[src/rtl/assert_macros.svh]
// Assertion macros for the RTL files.
// Define ASSERT_OFF to compile the checks away.
`ifndef ASSERT_MACROS_SVH
`define ASSERT_MACROS_SVH

`ifndef ASSERT_OFF

`define ASSERT_IMPLIES(label, clk, rst_n, ante, cons) \
    label: assert property (@(posedge clk) disable iff (!(rst_n)) (ante) |-> (cons)) \
        else $error("assertion failed");

`define ASSERT_NEXT(label, clk, rst_n, ante, cons) \
    label: assert property (@(posedge clk) disable iff (!(rst_n)) (ante) |=> (cons)) \
        else $error("assertion failed");

`else

`define ASSERT_IMPLIES(label, clk, rst_n, ante, cons)

`define ASSERT_NEXT(label, clk, rst_n, ante, cons)

`endif

`endif

[src/rtl/poq_pkg.sv]
package poq_pkg;

    localparam int QUEUE_DEPTH = 64;
    localparam int ID_BITS     = 16;
    localparam int PRIO_BITS   = 32;
    localparam int COUNT_BITS  = 7;
    localparam int ADDR_W      = $clog2(QUEUE_DEPTH);

    localparam logic [COUNT_BITS-1:0] FULL_COUNT = COUNT_BITS'(QUEUE_DEPTH);

    // Configuration port.
    localparam int APB_DATA_W = 32;
    localparam int PADDR_W    = 3;
    localparam logic [PADDR_W-3:0] REG_PRIO_MODE = '0;

    typedef enum logic [1:0] {
        ACT_PUSH   = 2'd0,
        ACT_POP    = 2'd1,
        ACT_REMOVE = 2'd2,
        ACT_KEEP   = 2'd3
    } t_action;

    typedef enum logic [1:0] {
        ST_OK    = 2'd0,
        ST_EMPTY = 2'd1,
        ST_FULL  = 2'd2
    } t_status;

    typedef enum logic [1:0] {
        S_IDLE,
        S_SCAN,
        S_DONE
    } t_state;

    typedef struct packed {
        t_action                      action;
        logic [ID_BITS-1:0]           entry_id;
        logic signed [PRIO_BITS-1:0]  entry_priority;
        logic [COUNT_BITS-1:0]        keep_count;
    } t_in_word;

    typedef struct packed {
        t_status                      status;
        logic [ID_BITS-1:0]           head_id;
        logic signed [PRIO_BITS-1:0]  head_priority;
        logic [COUNT_BITS-1:0]        removed_count;
        logic [COUNT_BITS-1:0]        occupancy;
    } t_out_word;

    typedef struct packed {
        logic [ID_BITS-1:0]           entry_id;
        logic signed [PRIO_BITS-1:0]  entry_priority;
    } t_entry;

endpackage

[src/rtl/poq_ram.sv]
module poq_ram #(
    parameter int WIDTH = 8,
    parameter int DEPTH = 16
) (
    input  logic                     i_clk,
    input  logic                     i_wr_en,
    input  logic [$clog2(DEPTH)-1:0] i_wr_addr,
    input  logic [WIDTH-1:0]         i_wr_data,
    input  logic                     i_rd_en,
    input  logic [$clog2(DEPTH)-1:0] i_rd_addr,
    output logic [WIDTH-1:0]         o_rd_data
);

    logic [WIDTH-1:0] r_mem [DEPTH];
    logic [WIDTH-1:0] r_rd_data;

    always_ff @(posedge i_clk) begin
        if (i_wr_en) begin
            r_mem[i_wr_addr] <= i_wr_data;
        end
        if (i_rd_en) begin
            r_rd_data <= r_mem[i_rd_addr];
        end
    end

    assign o_rd_data = r_rd_data;

endmodule

[src/rtl/poq_apb.sv]
module poq_apb (
    input  logic                              i_clk,
    input  logic                              i_rst_n,
    input  logic                              psel,
    input  logic                              penable,
    input  logic                              pwrite,
    input  logic [poq_pkg::PADDR_W-1:0]       paddr,
    input  logic [poq_pkg::APB_DATA_W-1:0]    pwdata,
    output logic [poq_pkg::APB_DATA_W-1:0]    prdata,
    output logic                              pready,
    output logic                              o_prio_mode
);

    logic                         r_prio_mode;
    logic [poq_pkg::PADDR_W-3:0]  w_index;
    logic                         w_write;

    assign w_index = paddr[poq_pkg::PADDR_W-1:2];
    assign w_write = psel && penable && pwrite;
    assign pready  = 1'b1;

    always_ff @(posedge i_clk) begin
        if (!i_rst_n) begin
            r_prio_mode <= 1'b1;
        end else if (w_write && (w_index == poq_pkg::REG_PRIO_MODE)) begin
            r_prio_mode <= pwdata[0];
        end
    end

    assign prdata = (w_index == poq_pkg::REG_PRIO_MODE) ?
                    poq_pkg::APB_DATA_W'(r_prio_mode) : '0;
    assign o_prio_mode = r_prio_mode;

endmodule

[src/rtl/poq_engine.sv]
module poq_engine (
    input  logic               i_clk,
    input  logic               i_rst_n,
    input  logic               i_prio_mode,
    input  logic               i_in_valid,
    input  poq_pkg::t_in_word  i_in_word,
    output logic               o_busy,
    input  logic               i_res_ready,
    output logic               o_res_valid,
    output poq_pkg::t_out_word o_res_word
);

    localparam int AW = poq_pkg::ADDR_W;
    localparam int CW = poq_pkg::COUNT_BITS;

    poq_pkg::t_state r_state, n_state;
    logic [CW-1:0]   r_fill, n_fill;
    logic [CW-1:0]   r_ridx, n_ridx;
    logic [CW-1:0]   r_widx, n_widx;
    logic [AW-1:0]   r_pidx, n_pidx;
    logic            r_pend, n_pend;
    logic            r_ins, n_ins;

    poq_pkg::t_action            r_act, n_act;
    poq_pkg::t_entry             r_new, n_new;
    poq_pkg::t_entry             r_carry, n_carry;
    poq_pkg::t_status            r_status, n_status;
    logic [poq_pkg::ID_BITS-1:0] r_hid, n_hid;
    logic signed [poq_pkg::PRIO_BITS-1:0] r_hprio, n_hprio;
    logic [CW-1:0]               r_removed, n_removed;

    logic                         w_we;
    logic [AW-1:0]                w_waddr;
    poq_pkg::t_entry              w_wdata;
    logic                         w_re;
    logic [$bits(poq_pkg::t_entry)-1:0] w_rd_raw;
    poq_pkg::t_entry              w_rd;
    poq_pkg::t_entry              w_in_entry;
    logic                         w_need_scan;
    logic                         w_scan_end;
    logic                         w_drop;

    assign w_rd       = poq_pkg::t_entry'(w_rd_raw);
    assign w_in_entry = '{entry_id: i_in_word.entry_id,
                          entry_priority: i_in_word.entry_priority};

    // Ordered insert, pop and remove all walk the stored entries once.
    always_comb begin
        w_need_scan = 1'b0;
        unique case (i_in_word.action)
            poq_pkg::ACT_PUSH:
                w_need_scan = (r_fill != poq_pkg::FULL_COUNT) && i_prio_mode &&
                              (r_fill != '0);
            poq_pkg::ACT_POP:    w_need_scan = (r_fill != '0);
            poq_pkg::ACT_REMOVE: w_need_scan = (r_fill != '0);
            poq_pkg::ACT_KEEP:   w_need_scan = 1'b0;
        endcase
    end

    assign w_scan_end = (r_ridx == r_fill) && !r_pend;

    poq_ram #(
        .WIDTH ($bits(poq_pkg::t_entry)),
        .DEPTH (poq_pkg::QUEUE_DEPTH)
    ) u_ram (
        .i_clk     (i_clk),
        .i_wr_en   (w_we),
        .i_wr_addr (w_waddr),
        .i_wr_data (w_wdata),
        .i_rd_en   (w_re),
        .i_rd_addr (r_ridx[AW-1:0]),
        .o_rd_data (w_rd_raw)
    );

    always_comb begin
        n_state = r_state;
        unique case (r_state)
            poq_pkg::S_IDLE: begin
                if (i_in_valid) begin
                    n_state = w_need_scan ? poq_pkg::S_SCAN : poq_pkg::S_DONE;
                end
            end
            poq_pkg::S_SCAN: begin
                if (w_scan_end) begin
                    n_state = poq_pkg::S_DONE;
                end
            end
            poq_pkg::S_DONE: begin
                if (i_res_ready) begin
                    n_state = poq_pkg::S_IDLE;
                end
            end
            default: n_state = poq_pkg::S_IDLE;
        endcase
    end

    always_comb begin
        n_fill    = r_fill;
        n_ridx    = r_ridx;
        n_widx    = r_widx;
        n_pidx    = r_pidx;
        n_pend    = 1'b0;
        n_ins     = r_ins;
        n_act     = r_act;
        n_new     = r_new;
        n_carry   = r_carry;
        n_status  = r_status;
        n_hid     = r_hid;
        n_hprio   = r_hprio;
        n_removed = r_removed;
        w_we      = 1'b0;
        w_waddr   = r_fill[AW-1:0];
        w_wdata   = r_carry;
        w_re      = 1'b0;
        w_drop    = 1'b0;
        o_res_valid = 1'b0;

        unique case (r_state)
            poq_pkg::S_IDLE: begin
                if (i_in_valid) begin
                    n_act     = i_in_word.action;
                    n_new     = w_in_entry;
                    n_carry   = w_in_entry;
                    n_ins     = 1'b0;
                    n_ridx    = '0;
                    n_widx    = '0;
                    n_status  = poq_pkg::ST_OK;
                    n_hid     = '0;
                    n_hprio   = '0;
                    n_removed = '0;
                    unique case (i_in_word.action)
                        poq_pkg::ACT_PUSH: begin
                            if (r_fill == poq_pkg::FULL_COUNT) begin
                                n_status = poq_pkg::ST_FULL;
                            end else if (!w_need_scan) begin
                                // Tail append needs no walk.
                                w_we    = 1'b1;
                                w_wdata = w_in_entry;
                                n_fill  = r_fill + 1'b1;
                            end
                        end
                        poq_pkg::ACT_POP: begin
                            if (r_fill == '0) begin
                                n_status = poq_pkg::ST_EMPTY;
                            end
                        end
                        poq_pkg::ACT_REMOVE: begin
                        end
                        poq_pkg::ACT_KEEP: begin
                            if (i_in_word.keep_count < r_fill) begin
                                n_removed = r_fill - i_in_word.keep_count;
                                n_fill    = i_in_word.keep_count;
                            end
                        end
                    endcase
                end
            end
            poq_pkg::S_SCAN: begin
                // One read is issued per cycle; its data is handled the cycle
                // after, and every write lands at or below that entry.
                if (r_ridx != r_fill) begin
                    w_re   = 1'b1;
                    n_ridx = r_ridx + 1'b1;
                    n_pend = 1'b1;
                    n_pidx = r_ridx[AW-1:0];
                end
                if (r_pend) begin
                    if (r_act == poq_pkg::ACT_PUSH) begin
                        // The new word rides down the queue as a carry once
                        // its slot is found, displacing each later entry.
                        if (r_ins || ($signed(w_rd.entry_priority) <
                                      $signed(r_new.entry_priority))) begin
                            w_we    = 1'b1;
                            w_waddr = r_pidx;
                            w_wdata = r_carry;
                            n_carry = w_rd;
                            n_ins   = 1'b1;
                        end
                    end else begin
                        if (r_act == poq_pkg::ACT_POP) begin
                            w_drop = (r_pidx == '0);
                        end else begin
                            w_drop = (w_rd.entry_id == r_new.entry_id);
                        end
                        if (r_act == poq_pkg::ACT_POP && r_pidx == '0) begin
                            n_hid   = w_rd.entry_id;
                            n_hprio = w_rd.entry_priority;
                        end
                        if (w_drop) begin
                            if (r_act == poq_pkg::ACT_REMOVE) begin
                                n_removed = r_removed + 1'b1;
                            end
                        end else begin
                            w_we    = 1'b1;
                            w_waddr = r_widx[AW-1:0];
                            w_wdata = w_rd;
                            n_widx  = r_widx + 1'b1;
                        end
                    end
                end
                if (w_scan_end) begin
                    if (r_act == poq_pkg::ACT_PUSH) begin
                        w_we    = 1'b1;
                        w_waddr = r_fill[AW-1:0];
                        w_wdata = r_carry;
                        n_fill  = r_fill + 1'b1;
                    end else begin
                        n_fill = r_widx;
                    end
                end
            end
            poq_pkg::S_DONE: begin
                o_res_valid = i_res_ready;
            end
            default: begin
            end
        endcase
    end

    always_ff @(posedge i_clk) begin
        if (!i_rst_n) begin
            r_state <= poq_pkg::S_IDLE;
            r_fill  <= '0;
            r_pend  <= 1'b0;
        end else begin
            r_state <= n_state;
            r_fill  <= n_fill;
            r_pend  <= n_pend;
        end
    end

    always_ff @(posedge i_clk) begin
        r_ridx    <= n_ridx;
        r_widx    <= n_widx;
        r_pidx    <= n_pidx;
        r_ins     <= n_ins;
        r_act     <= n_act;
        r_new     <= n_new;
        r_carry   <= n_carry;
        r_status  <= n_status;
        r_hid     <= n_hid;
        r_hprio   <= n_hprio;
        r_removed <= n_removed;
    end

    assign o_busy     = (r_state != poq_pkg::S_IDLE);
    assign o_res_word = '{status: r_status, head_id: r_hid, head_priority: r_hprio,
                          removed_count: r_removed, occupancy: r_fill};

endmodule

[src/rtl/priority_ordered_ready_queue.sv]
// Keep, tail push, full push, empty pop and empty remove go straight to the done
// state after acceptance; ordered push, pop and remove first walk the entry
// memory at one entry per cycle through its single read port. The input stalls
// until the result word enters the output register, so a new word is never
// taken while the last one is still in flight.
// Reset (synchronous, active low) empties the queue and selects priority mode.
`include "assert_macros.svh"

module priority_ordered_ready_queue (
    input  logic                            i_clk,
    input  logic                            i_rst_n,
    input  logic                            i_in_valid,
    output logic                            o_in_stall,
    input  poq_pkg::t_in_word               i_in_word,
    output logic                            o_out_valid,
    input  logic                            i_out_stall,
    output poq_pkg::t_out_word              o_out_word,
    input  logic                            psel,
    input  logic                            penable,
    input  logic                            pwrite,
    input  logic [poq_pkg::PADDR_W-1:0]     paddr,
    input  logic [poq_pkg::APB_DATA_W-1:0]  pwdata,
    output logic [poq_pkg::APB_DATA_W-1:0]  prdata,
    output logic                            pready
);

    logic               w_prio_mode;
    logic               w_busy;
    logic               w_res_ready;
    logic               w_res_valid;
    poq_pkg::t_out_word w_res_word;
    logic               r_out_valid;
    poq_pkg::t_out_word r_out_word;

    poq_apb u_apb (
        .i_clk       (i_clk),
        .i_rst_n     (i_rst_n),
        .psel        (psel),
        .penable     (penable),
        .pwrite      (pwrite),
        .paddr       (paddr),
        .pwdata      (pwdata),
        .prdata      (prdata),
        .pready      (pready),
        .o_prio_mode (w_prio_mode)
    );

    poq_engine u_engine (
        .i_clk       (i_clk),
        .i_rst_n     (i_rst_n),
        .i_prio_mode (w_prio_mode),
        .i_in_valid  (i_in_valid),
        .i_in_word   (i_in_word),
        .o_busy      (w_busy),
        .i_res_ready (w_res_ready),
        .o_res_valid (w_res_valid),
        .o_res_word  (w_res_word)
    );

    // The output register frees up in the same cycle its word is taken.
    assign w_res_ready = !r_out_valid || !i_out_stall;

    always_ff @(posedge i_clk) begin
        if (!i_rst_n) begin
            r_out_valid <= 1'b0;
        end else if (w_res_valid) begin
            r_out_valid <= 1'b1;
        end else if (!i_out_stall) begin
            r_out_valid <= 1'b0;
        end
    end

    always_ff @(posedge i_clk) begin
        if (w_res_valid) begin
            r_out_word <= w_res_word;
        end
    end

    assign o_in_stall  = w_busy;
    assign o_out_valid = r_out_valid;
    assign o_out_word  = r_out_word;

    `ASSERT_IMPLIES(a_occ_bound, i_clk, i_rst_n, o_out_valid,
        o_out_word.occupancy <= poq_pkg::FULL_COUNT)
    `ASSERT_IMPLIES(a_full_occ, i_clk, i_rst_n,
        o_out_valid && (o_out_word.status == poq_pkg::ST_FULL),
        o_out_word.occupancy == poq_pkg::FULL_COUNT)
    `ASSERT_IMPLIES(a_empty_pop, i_clk, i_rst_n,
        o_out_valid && (o_out_word.status == poq_pkg::ST_EMPTY),
        (o_out_word.occupancy == '0) && (o_out_word.head_id == '0))
    `ASSERT_NEXT(a_busy_after_accept, i_clk, i_rst_n,
        i_in_valid && !o_in_stall, o_in_stall)

endmodule
[config.mk]
export PLATFORM = sky130hd
export DESIGN_NAME = priority_ordered_ready_queue
export DESIGN_NICKNAME = d
export VERILOG_FILES = /design/src/rtl/poq_pkg.sv /design/src/rtl/poq_ram.sv /design/src/rtl/poq_apb.sv /design/src/rtl/poq_engine.sv /design/src/rtl/priority_ordered_ready_queue.sv
export VERILOG_INCLUDE_DIRS = /design/src /design/src/rtl
export SDC_FILE = /design/constraint.sdc
export NUM_CORES = 2
export LEC_CHECK = 0
export ABC_AREA = 1
export BUFFER_PORTS_ARGS = -buffer_cell sky130_fd_sc_hd__buf_4
export CELL_PAD_IN_SITES_DETAIL_PLACEMENT = 1
export CELL_PAD_IN_SITES_GLOBAL_PLACEMENT = 1
export CORE_ASPECT_RATIO = 0.75
export CORE_MARGIN = 2
export CORE_UTILIZATION = 45
export DETAILED_ROUTE_END_ITERATION = 10
export PLACE_DENSITY_LB_ADDON = 0.2
export SLEW_MARGIN = 20
export SYNTH_ARGS = -nofsm -noshare
export SYNTH_HDL_FRONTEND = slang
export SYNTH_SLANG_ARGS = --single-unit
[constraint.sdc]
create_clock -name i_clk -period 6.6 [get_ports i_clk]
set_input_delay 0.33 -clock i_clk [delete_from_list [all_inputs] [get_ports i_clk]]
set_output_delay 0.33 -clock i_clk [all_outputs]
set_load 0.005 [all_outputs]
Yosys cells after proc, flatten, opt, wreduce, memory -nomap -nowiden
Memories as Yosys holds them, arrays and structs flattened. A register that Yosys moved wholly into a read port is not among the register bits.
Index checks and enable logic that the tools add are counted.
{"block": "word_totals", "register_bits": 252, "ram_bits": 3072, "inputBits": 99, "out_inout_bits": 99, "elab_cells": 183, "n_memories": 1}
{"block": "op_classes", "addsub": 5, "n_lt_le_gt_ge": 2, "eq_ne": 29, "n_mux": 92, "n_bitwise": 1, "n_reduce_logical": 30}
{"name": "u_engine.u_ram.r_mem", "depth": 64, "width": 48, "rd": 1, "rd_ports_with_merged_regs": 1, "write_ports": 1, "line_no": "poq_ram.sv:14", "source": "logic [WIDTH-1:0] r_mem [DEPTH];"}
{"operator": "$mux W48", "n": 13}
{"operator": "$pmux W48 S2", "n": 2}
{"operator": "$mux W32", "n": 4}
{"operator": "$mux W7", "n": 18}
{"operator": "$pmux W7 S2", "n": 5}
{"operator": "$mux W16", "n": 4}
{"operator": "$pmux W32 S2", "n": 1}
{"operator": "$mux W6", "n": 7}
{"operator": "$lt A32 B32 Y1", "n": 1}
{"operator": "$pmux W16 S2", "n": 1}
{"operator": "$add A7 B1 Y7 const B", "n": 4}
{"operator": "$mux W1", "n": 27}
{"operator": "$ne A2 B1 Y1 const B", "n": 9}
{"operator": "$eq A16 B16 Y1", "n": 1}
{"operator": "$reduce_and A5 Y1", "n": 3}
{"operator": "$mux W2", "n": 5}
{"operator": "$eq A2 B2 Y1 const B", "n": 4}
{"operator": "$ne A2 B2 Y1 const B", "n": 4}
{"operator": "$eq A7 B7 Y1", "n": 1}
{"operator": "$eq A7 B7 Y1 const B", "n": 1}
{"operator": "$logic_and A1 B1 Y1", "n": 7}
{"operator": "$logic_not A7 Y1", "n": 1}
{"operator": "$lt A7 B7 Y1", "n": 1}
{"operator": "$ne A7 B7 Y1", "n": 1}
{"operator": "21 further kinds", "n": 34}

Logic depth before layout (Yosys ltp)
{"block": "logic_depth", "word_depth": 13, "mapped_depth": 22, "depth_no_buf": 22}

By module
Synthesis repeated with hierarchy kept, for this count alone.
{"block": "hier_totals", "hier_cells": 11544, "hier_area_um2": 138238.8}
{"mod": "poq_ram", "instances": 1, "cells_per_inst": 10129, "area_per_inst_um2": 124837.2, "seq_area_each_um2": 93689.9}
{"mod": "poq_engine", "instances": 1, "cells_per_inst": 1301, "area_per_inst_um2": 11126.9, "seq_area_each_um2": 5485.3}
{"mod": "priority_ordered_ready_queue", "instances": 1, "cells_per_inst": 69, "area_per_inst_um2": 1964.4, "seq_area_each_um2": 1941.9}
{"mod": "poq_apb", "instances": 1, "cells_per_inst": 45, "area_per_inst_um2": 310.3, "seq_area_each_um2": 20.0}

Least setup slack after synthesis
No wires, ideal clock.
{"block": "synth_timing", "path_kind": "reg2reg", "start": "reg u_engine.r_ridx[0]", "end": "mem u_engine.u_ram.r_mem[0][28] in the netlist's numbering (data pin)", "setup_time_ns": 1.009, "arrival_time_ns": 5.606, "t_required_ns": 5.591, "setup_slack_ns": -0.015, "path_stages_with_launch": 10, "path_buffers": 3, "cell_sequence": "edfxtp_1 > buf_4 > buf_4 > xnor2_1 > nand4_1 > nor4_1 > nand2_1 > inv_1 > clkbuf_1 > o311ai_0"}
{"block": "synth_via", "elab_chain_cells": 4}
{"item": "from (decl)", "line_no": "poq_engine.sv:18", "source": "logic [CW-1:0] r_ridx, n_ridx;"}
{"item": "from (signal assigned)", "line_no": "poq_engine.sv:233", "source": "r_ridx <= n_ridx;"}
{"item": "$eq A7 B7 Y1", "line_no": "poq_engine.sv:60", "source": "assign w_scan_end = (r_ridx == r_fill) && !r_pend;"}
{"item": "$logic_and A1 B1 Y1", "line_no": "poq_engine.sv:60"}
{"item": "$mux W48", "line_no": "poq_engine.sv:201", "source": "if (w_scan_end) begin"}
{"item": "$pmux W48 S2", "line_no": "poq_engine.sv:118", "source": "unique case (r_state)"}
{"item": "via u_engine.u_ram.i_wr_data[28]", "line_no": "poq_ram.sv:8", "source": "input logic [WIDTH-1:0] i_wr_data,"}
{"item": "to (decl)", "line_no": "poq_ram.sv:14"}
The timed path passes the listed nets, and every way through them passes these cells.

Final worst setup path
{"block": "layout_timing", "start": "reg u_engine.u_ram.r_rd_data[19] (netlist: u_engine.u_ram.o_rd_data[19]) (read register of u_engine.u_ram.r_mem)", "end": "mem u_engine.u_ram.r_mem[47][40] in the netlist's numbering (enable)"}
{"block": "layout_via", "elab_chain_cells": 10}
{"item": "from (decl)", "line_no": "poq_ram.sv:15", "source": "logic [WIDTH-1:0] r_rd_data;"}
{"item": "$lt A32 B32 Y1 *", "line_no": "poq_engine.sv:171", "source": "if (r_ins || ($signed(w_rd.entry_priority) <"}
{"item": "$logic_or A1 B1 Y1 *", "line_no": "poq_engine.sv:171"}
{"item": "$mux W1", "line_no": "poq_engine.sv:171"}
{"item": "$mux W1", "line_no": "poq_engine.sv:168", "source": "if (r_act == poq_pkg::ACT_PUSH) begin"}
{"item": "$mux W1", "line_no": "poq_engine.sv:167", "source": "if (r_pend) begin"}
{"item": "$mux W1", "line_no": "poq_engine.sv:202", "source": "if (r_act == poq_pkg::ACT_PUSH) begin"}
{"item": "$mux W1", "line_no": "poq_engine.sv:201"}
{"item": "$pmux W1 S2", "line_no": "poq_engine.sv:118"}
{"item": "$mux W1", "line_no": "poq_ram.sv:18", "source": "if (i_wr_en) begin"}
{"item": "$mux W1 (not written as such)", "line_no": "poq_ram.sv:19", "source": "r_mem[i_wr_addr] <= i_wr_data;"}
Every way passes the cells marked *; elsewhere a longest branch is shown, timed or not.

==> impl_metrics.env <==
export IMPL_cp_start_kind="flop"
export IMPL_htree_levels=5
export IMPL_synth_compound_area_share_pct=12.6
export IMPL_worstMarginPinSlew_ns=1.20
export IMPL_ir_drop_uv=592
export IMPL_die_h_um=475
export IMPL_worstPathMaxFanout=28
export IMPL_grt_pass1_wl_um=665000
export IMPL_place_hpwl_um=268000
export IMPL_synth_edff_count=3360
export IMPL_yosys_warnings=0
export IMPL_end_kind="flop"
export IMPL_wl_um=472000
export IMPL_synth_xor_area_share_pct=0.191
export IMPL_critPathTopFamily="simple AND/OR/NAND/NOR gates"
export IMPL_drt_iter0_drc=13300
export IMPL_synth_most_common_cell="edfxtp_1"
export IMPL_rows=172
export IMPL_synth_simple_area_share_pct=8.06
export IMPL_holdWs_ns=0.0681
export IMPL_fmax_mhz=199
export IMPL_syn2layout_area_growth_pct=14.0
export IMPL_drc_errors=0
export IMPL_grt_busiest_layer="met2"
export IMPL_synth_distinct_cells=52
export IMPL_synth_top_area_share_pct=75.7
export IMPL_clockRootBuffer="clkbuf_16"
export IMPL_clk_path_buf_depth=4
export IMPL_overflow=0
export IMPL_skew_ns=0.0710
export IMPL_syn_avg_cell_area_sq_um=13.4
export IMPL_place_gp_congestion=0.843
export IMPL_p_leak_nw=48.4
export IMPL_die_w_um=632
export IMPL_post_drt_wl_per_cell_um=33.2
export IMPL_synth_top_family_by_area="compound AO/OA/AOI/OAI gates"
export IMPL_path_buf_inv=2
export IMPL_switchingPower_mw=32.0
export IMPL_cts_tree="done"
export IMPL_grt_antenna_before_repair=41
export IMPL_synthFlopType="edfxtp_1"
export IMPL_min_delay_start="i_in_word[2]"
export IMPL_arrival_ns=5.54
export IMPL_clk_pin_slew_ns=0.06
export IMPL_syn_instance_count=9920
export IMPL_core_area_sq_um=294000
export IMPL_drv_cap=0
export IMPL_start_util_pct=45.4
export IMPL_die_area_sq_um=301000
export IMPL_finalSetupViolCount=0
export IMPL_synth_area_leaders="edfxtp_1 (76%), o21ai_0 (6.3%), nor2_1 (4.9%)"
export IMPL_async_flop_share_pct=0
export IMPL_grt_pass1_vias=89700
export IMPL_slew_headroom_pct=19.7
export IMPL_grtUsageTotal_pct=30.8
export IMPL_cp_slowest_cell="nor2_4"
export IMPL_use_met2_pct=46.3
export IMPL_hp_class="in -> reg"
export IMPL_ys_ff_latch=3372
export IMPL_yosysTopAreaCell="edfxtp_1"
export IMPL_ys_seq_area_share_pct=75.9
export IMPL_rsz0062_at_grt="false"
export IMPL_use_met1_pct=45.2
export IMPL_r2r_start="u_engine.u_ram.o_rd_data[19]"
export IMPL_hold_viol_final=0
export IMPL_synthAdderAreaFrac_pct=0.447
export IMPL_post_cts_buffers=0
export IMPL_cts_hold_buf=59
export IMPL_viasPerCell=6.39
export IMPL_layout_drive_gt1_share_pct=10.1
export IMPL_cp_startpoint="u_engine.u_ram.o_rd_data[19]"
export IMPL_cell_internal_pwr_mw=46.6
export IMPL_grt_max_degree=187
export IMPL_pwr_share_clk_pct=24.1
export IMPL_tns_ns=0
export IMPL_p_comb_share_pct=37.3
export IMPL_crit_required_ns=7.11
export IMPL_insertion_delay_ns=0.93
export IMPL_drv_slew=0
export IMPL_power_density_nw_per_um2=518
export IMPL_seqPwrFrac_pct=38.6
export IMPL_cp_slowest_stage_delay_ns=0.89
export IMPL_synth_area_mux_share_pct=0
export IMPL_outcome="finished clean"
export IMPL_r2r_setup_slack_ns=1.57
export IMPL_ios=198
export IMPL_via_count=91000
export IMPL_cts_buffers=335
export IMPL_path_cells="ha_1 -> nand2_1 -> o21ai_0 -> nand2_1 -> a21oi_1 -> nor2_1 -> nand2_1 -> nand2_2 -> nand3_4 -> nand2_2 -> o21ai_1 -> inv_1 -> a21oi_4 -> nand2_2 -> nor2_4 -> buf_4"
export IMPL_p_sw_share_pct=40.7
export IMPL_ant_nets=0
export IMPL_met3_usage_pct=7.08
export IMPL_netlist_top_cells_count="edfxtp_1 (3360), nor2_1 (1739), o21ai_0 (1676)"
export IMPL_min_period_over_period_pct=76.2
export IMPL_critical_path_class="reg -> reg"
export IMPL_layout_min_cycle_time_ns=5.03
export IMPL_cts_sinks=3372
export IMPL_layout_nets=10200
export IMPL_portBuffers=132
export IMPL_drtPass1Iterations=6
export IMPL_ctsResizeCount=0
export IMPL_synth_area_sq_um=133000
==> stage by stage <==
stage	util, %	instance area, sq um	std cells	worst slack, ns	power (mW)
global route	51.7	152000	14200	1.45	81.1
CTS	51.7	152000	14200	1.67	78.1
global placement	47.8	141000	13500	1.70	58.1
finish	51.7	152000	14200	1.57	78.6
detailed placement	47.9	141000	13500	1.67	59.3
floorplan	-	133000	9950	-0.0149	45.8
==> layout make-up <==
class / instances / area [sq um]
Timing Repair Buffer: 481 / 4870
Tap cell: 3915 / 4900
Inverter: 185 / 739
Clock buffer: 419 / 8910
Multi-Input combinational cell: 5655 / 29700
Sequential cell: 3372 / 101000
Antenna cell: 23 / 57.6
Fill cell: 28600 / 142000
Clock inverter: 180 / 1610
==> state kept, by name, summed over array words and instances, names as in the netlist, 16 cells and up <==
register,count
u_engine.r_hid,16
o_out_word,64
u_engine.u_ram.o_rd_data,48
u_engine.r_carry,48
u_engine.u_ram.r_mem,3072
u_engine.r_new,48
u_engine.r_hprio,32
==> worst paths after layout <==
kind | endpoint | depth (start not counted)
setup reg to reg | u_engine.u_ram.r_mem[47][40] | 16
setup / recovery | u_engine.u_ram.r_mem[47][40] | 16
hold reg to reg | o_out_word[43] | 0
hold / removal | u_engine.r_fill[2] | 5
==> power groups by stage <==
stage / clock network, mW / logic, mW / registers, mW
floorplan: 0 / 14.3 / 31.6
global placement: 0 / 27.4 / 30.7
detailed placement: 0 / 28.5 / 30.8
CTS: 19.1 / 28.7 / 30.4
global route: 19.8 / 30.8 / 30.4
finish: 18.9 / 29.3 / 30.4
==> worst min-delay path, stage by stage <==
cell      delay [ns]
buf_4           0.11
inv_1           0.12
o211ai_1        0.11
o21ai_0         0.17
a21oi_1         0.06
==> layout by cell type, fill, tap and decap left out, types with 21 or more instances in the layout <==
cell type | netlist | routed
buf_12 | 0 | 79
o21ai_0 | 1676 | 1675
nor2_4 | 1 | 72
conb_1 | 2 | 32
a221o_1 | 25 | 25
edfxtp_1 | 3360 | 3360
diode_2 | 0 | 23
o311ai_2 | 0 | 23
a31oi_1 | 64 | 64
nand2_1 | 577 | 576
ha_1 | 46 | 46
nand3_1 | 273 | 272
o211ai_1 | 89 | 89
o22ai_1 | 472 | 472
buf_4 | 43 | 337
bufinv_16 | 0 | 29
inv_1 | 178 | 172
o221ai_4 | 0 | 21
clkbuf_16 | 0 | 345
clkbuf_1 | 562 | 74
clkinv_2 | 0 | 51
a21oi_1 | 147 | 146
nor2_1 | 1739 | 1669
dlygate4sd3_1 | 0 | 59
clkinv_1 | 0 | 83
nand4_1 | 52 | 52
o221ai_1 | 325 | 304
==> cells by family after synthesis <==
group	after synthesis
simple gates	2691
other cells	2
buf+inv	923
fa+ha+maj	47
flops	3372
compound gates	2856
xor+xnor	29
==> routing by layer <==
layer | wire [um] | part of all wire [%]
met1 | 197000 | 42
met2 | 207000 | 44
met3 | 54500 | 12
met4 | 13600 | 2.9
met5 | 116 | 0.025
No activity file was read; power rests on OpenSTA's default activity.
